### config.mk
export PLATFORM = sky130hd
export DESIGN_NAME = ttt_front
export DESIGN_NICKNAME = d
export VERILOG_FILES = /design/src/sv/timed_task_table_defines.svh /design/src/sv/ttt_pkg.sv /design/src/sv/ttt_front.sv
export SDC_FILE = /design/constraint.sdc
export NUM_CORES = 1
export LEC_CHECK = 0
export BUFFER_PORTS_ARGS = -buffer_cell sky130_fd_sc_hd__buf_2
export CORE_MARGIN = 5
export CORE_UTILIZATION = 49
export CTS_BUF_LIST = sky130_fd_sc_hd__clkbuf_4
export DETAILED_ROUTE_END_ITERATION = 10
export GPL_ROUTABILITY_DRIVEN = 0
export PLACE_DENSITY = 0.74
export SYNTH_ARGS = -nofsm -noshare
export SYNTH_HDL_FRONTEND = slang
export SYNTH_SLANG_ARGS = --single-unit
### constraint.sdc
create_clock -name i_clk -period 12 [get_ports i_clk]
set_input_delay 3 -clock i_clk [delete_from_list [all_inputs] [get_ports i_clk]]
set_output_delay 3 -clock i_clk [all_outputs]
set_load 0.05 [all_outputs]
### src/sv/timed_task_table_defines.svh
// Assertion macros for the timed task table.
// No dependencies; included by files that assert.
`ifndef TIMED_TASK_TABLE_DEFINES_SVH
`define TIMED_TASK_TABLE_DEFINES_SVH
`ifndef SYNTH
`define TTT_ASSERT_IMPL(label, clk, rst_n, prop) \
    label: assert property (@(posedge clk) disable iff (!rst_n) prop) else $error("assertion failed");
`define TTT_ASSERT_NEXT(label, clk, rst_n, a, b) \
    label: assert property (@(posedge clk) disable iff (!rst_n) (a) |=> (b)) else $error("assertion failed");
`else
`define TTT_ASSERT_IMPL(label, clk, rst_n, prop)
`define TTT_ASSERT_NEXT(label, clk, rst_n, a, b)
`endif
`endif

### src/sv/ttt_pkg.sv
// Shared types and codes for the timed task table.
// No dependencies.
package ttt_pkg;
    localparam logic [1:0] REQ_ADD = 2'd0;
    localparam logic [1:0] REQ_SPEED = 2'd1;
    localparam logic [1:0] REQ_REMOVE = 2'd2;
    localparam logic [1:0] REQ_TICK = 2'd3;

    localparam logic [2:0] ST_ADDED = 3'd0;
    localparam logic [2:0] ST_FIRED = 3'd1;
    localparam logic [2:0] ST_MOVED = 3'd2;
    localparam logic [2:0] ST_UNKNOWN = 3'd3;
    localparam logic [2:0] ST_FULL = 3'd4;
    localparam logic [2:0] ST_NONE = 3'd5;

    typedef struct packed {
        logic [1:0]  req_type;
        logic [62:0] task_id;
        logic [31:0] owner_id;
        logic [31:0] due_time;
        logic [30:0] advance_secs;
        logic [31:0] now_time;
    } t_req;
endpackage

### src/sv/ttt_front.sv
// Front end: accepts requests into a two-entry queue.
// Depends on ttt_pkg.
module ttt_front import ttt_pkg::*; (
    input  logic i_clk,
    input  logic i_rst_n,
    input  logic i_valid,
    output logic o_ready,
    input  t_req i_req,
    output logic o_valid,
    input  logic i_ready,
    output t_req o_req
);
    t_req       r_q [2];
    logic [1:0] r_cnt;
    logic       r_head;
    logic       w_push, w_pop;

    assign o_ready = (r_cnt != 2'd2);
    assign o_valid = (r_cnt != 2'd0);
    assign o_req = r_q[r_head];
    assign w_push = i_valid && o_ready;
    assign w_pop = o_valid && i_ready;

    always_ff @(posedge i_clk) begin
        if (!i_rst_n) begin
            r_cnt <= 2'd0;
            r_head <= 1'b0;
        end else begin
            r_cnt <= r_cnt + {1'b0, w_push} - {1'b0, w_pop};
            if (w_pop) begin
                r_head <= ~r_head;
            end
        end
        if (w_push) begin
            r_q[r_head ^ r_cnt[0]] <= i_req;
        end
    end
endmodule

==> results.toml <==
[status]
status = "finished, final reports clean"

[grt]
grt_max_degree = 75
grt_first_pass_wirelength_um = 44560
overflow = 0
grt_usage_pct = 17.58
antenna_found_initial = 11
grt_pass1_vias = 8248

[floorplanning]
die_h_um = 180.0
start_util_pct = 49.47
die_w_um = 180.0
fp-row-count = 62
coreArea_um2 = 28630
die_area_um2 = 32400
ios = 390

[timing]
worst_pin_slew_ps = 1003
min_period_over_period_pct = 50.32
rsz0062_at_grt = "no"
setup_tns_ps = 0
finalHoldViolCount = 0
skew_ps = 73.54
maxSlewViolCount = 0
worst_slack_ps = 5961
setup_violations = 0
max-slew-margin-rel_pct = 33.16
fin_crit_ps = 6039
fmax_ghz = 0.1656

[detailed_routing]
first_iter_violations = 350
firstDrtPassIters = 4
route.detailed.drc = 0
wl_per_cell_um = 19.09
viasPerCell = 4.840
wirelength_um = 29650
ant_nets = 0
vias = 7516

[clocking]
cts_hold_buf = 0
clockBufferDepth = 3
cts_max_level = 3
cts_tree = "done"
clk_pin_slew_ps = 60
cts_setup_buffers = 0
cts.sinks = 388
cts_buffers = 96
postCtsResizedCells = 0
cts_root_buffer = "clkbuf_4"
insertion_delay_ps = 710

[placed_design]
place_area_um2 = 16430
dp.cells = 1380
dp_hpwl_um = 19520
io_buffers = 389
post-place-ws_ps = 6603

[setup_path]
crit_type = "reg2out"
reg2reg_depth = 4
critical_path_required_ps = 9000
r2r_slack_ps = 9100
path_cells = "buf_4 -> mux2_2 -> buf_2"
worstPathArrival_ps = 3040
cp_max_fo = 73
crit_slowest_cell = "buf_4"
slowest_delay_ps = 850
cp-endpoint = "o_req[40]"
regToRegStartpoint = "r_cnt[0]"
crit_path_end_kind = "output port"
r2r-end = "r_q[0][155]"
start_kind = "flop"

[finish]
fillers = 2129
fin_nets = 1292
area_growth_syn_to_layout_pct = 24.48
final_cell_area_um2 = 17630
layoutNonFillerInstCount = 1553
drive_gt1_share_pct = 63.74

[power_and_ir_drop]
ir_drop_mv = 0.1617
p_per_area_nw_per_um2 = 266.8
p_leak_uw = 0.006668

[synthesis]
synth-xor-area-share_pct = 0.1591
seq_area_frac_synth_pct = 82.00
synth_area_um2 = 14160
synth-compound-area-share_pct = 0.1591
syn_avg_cell_area_um2 = 22.80
synth_top_family_by_area = "multiplexers"
yosysUniqueCellTypes = 18
syn-num-nets = 819
synthMuxAreaShare_pct = 15.41
ys_warn_count = 0
synth-seq-cells = 388
synth_fa_ha_area_share_pct = 0.1767
synthSimpleGateAreaFrac_pct = 0.4418
synth_cells = 621

[worst_hold_path]
holdCritPathClass = "reg2reg"

[flow_run]
drv_cap = 0
-- cells by family (layout without fill, tap and decap cells) --
family | after synthesis | count (layout)
DFF | 388 | 388
other | 0 | 8
adders and majority gates | 2 | 2
buffers and inverters | 22 | 562
muxes | 194 | 194
and+or+nand+nor | 11 | 11
AOI/OAI and AO/OA | 3 | 3
xor gates and xnor gates | 1 | 1
-- metal layers --
metal | global-route usage (%) | routed length, um | vias up
met5 | 0 | 45 | -
met4 | 6.096 | 508 | 8
met3 | 9.196 | 3376 | 48
met2 | 29.59 | 14850 | 352
met1 | 19.17 | 10870 | 3598
li1 | - | - | 3510
-- worst min path at each step --
stage / start / to / slack (ps) / cells after the start
after global routing: r_head / flop / 590 / 2
final: r_head / r_head / 550 / 2
after global placement: r_head / r_head / 530 / 2
after detailed placement: r_head / flop / 540 / 2
after CTS: r_head / r_head / 560 / 2
after floorplan: r_head / flop / 490 / 2
-- power by group --
part	switching [uW]	internal, uW
registers	82.8	1870
logic	1290	426
clock network	487	540
total	1860	2840
-- layout by cell type, fill, tap and decap left out --
cell type  Yosys  final
a21boi_4       0      1
and2_1         1      1
buf_2          1    389
buf_4          0      7
clkbuf_4       0    142
clkinv_1       0     17
clkinv_2       0      1
clkinv_4       0      3
dfxtp_1        4      3
dfxtp_4        0      1
diode_2        0      8
edfxtp_1     384    384
ha_1           2      2
inv_1          1      1
inv_2          0      1
inv_6          0      1
mux2_2       192    192
mux2i_1        2      2
nand2_1        3      3
nand2b_1       2      2
nor2b_1        2      2
nor3b_1        1      1
o21a_1         2      1
o21a_4         0      1
or2_2          1      1
or3_1          1      1
xnor3_1        1      1
-- layout make-up --
class,instances,area [um^2],area share [%]
tap,384,480.5,2.726
clock inverter,23,107.6,0.6105
clock buffer,142,1066,6.048
inverter,1,3.754,0.02130
sequential,388,11610,65.90
multi-input combinational,211,2333,13.24
timing repair buffer,396,1999,11.34
antenna,8,20.02,0.1136
-- metrics by stage --
stage	power (uW)	util (%)	hold slack (ps)
5_1_grt	4930	61.56	587.8
3_3_place_gp	3699	57.40	526.4
6_report	4702	61.57	546.4
4_1_cts	4767	61.50	556.5
2_1_floorplan	3392	-	493.8
3_5_place_dp	3722	57.40	538.1
-- synthesized netlist by cell type --
library cell | n | area [um^2]
ha_1 | 2 | 25.02
or2_2 | 1 | 6.260
mux2_2 | 192 | 2162
dfxtp_1 | 4 | 80.08
nand2b_1 | 2 | 12.51
inv_1 | 1 | 3.750
buf_6 | 20 | 225.2
and2_1 | 1 | 6.260
a21boi_1 | 1 | 7.510
or3_1 | 1 | 6.260
o21a_1 | 2 | 15.01
buf_2 | 1 | 5.000
xnor3_1 | 1 | 22.52
edfxtp_1 | 384 | 11530
mux2i_1 | 2 | 20.02
nor2b_1 | 2 | 12.51
nand2_1 | 3 | 11.26
nor3b_1 | 1 | 7.510
-- flip-flops by register name (all words and copies together) (netlist names), named ones only --
signal / cells
r_q: 384
r_cnt: 2
r_head: 1
-- critical path, delay by kind of cell, from the launching register on --
family | cells | cell delay [ps]
muxes | 1 | 460
DFF | 1 | 750
buffers and inverters | 2 | 1070
No activity file was read; power rests on OpenSTA's default activity.
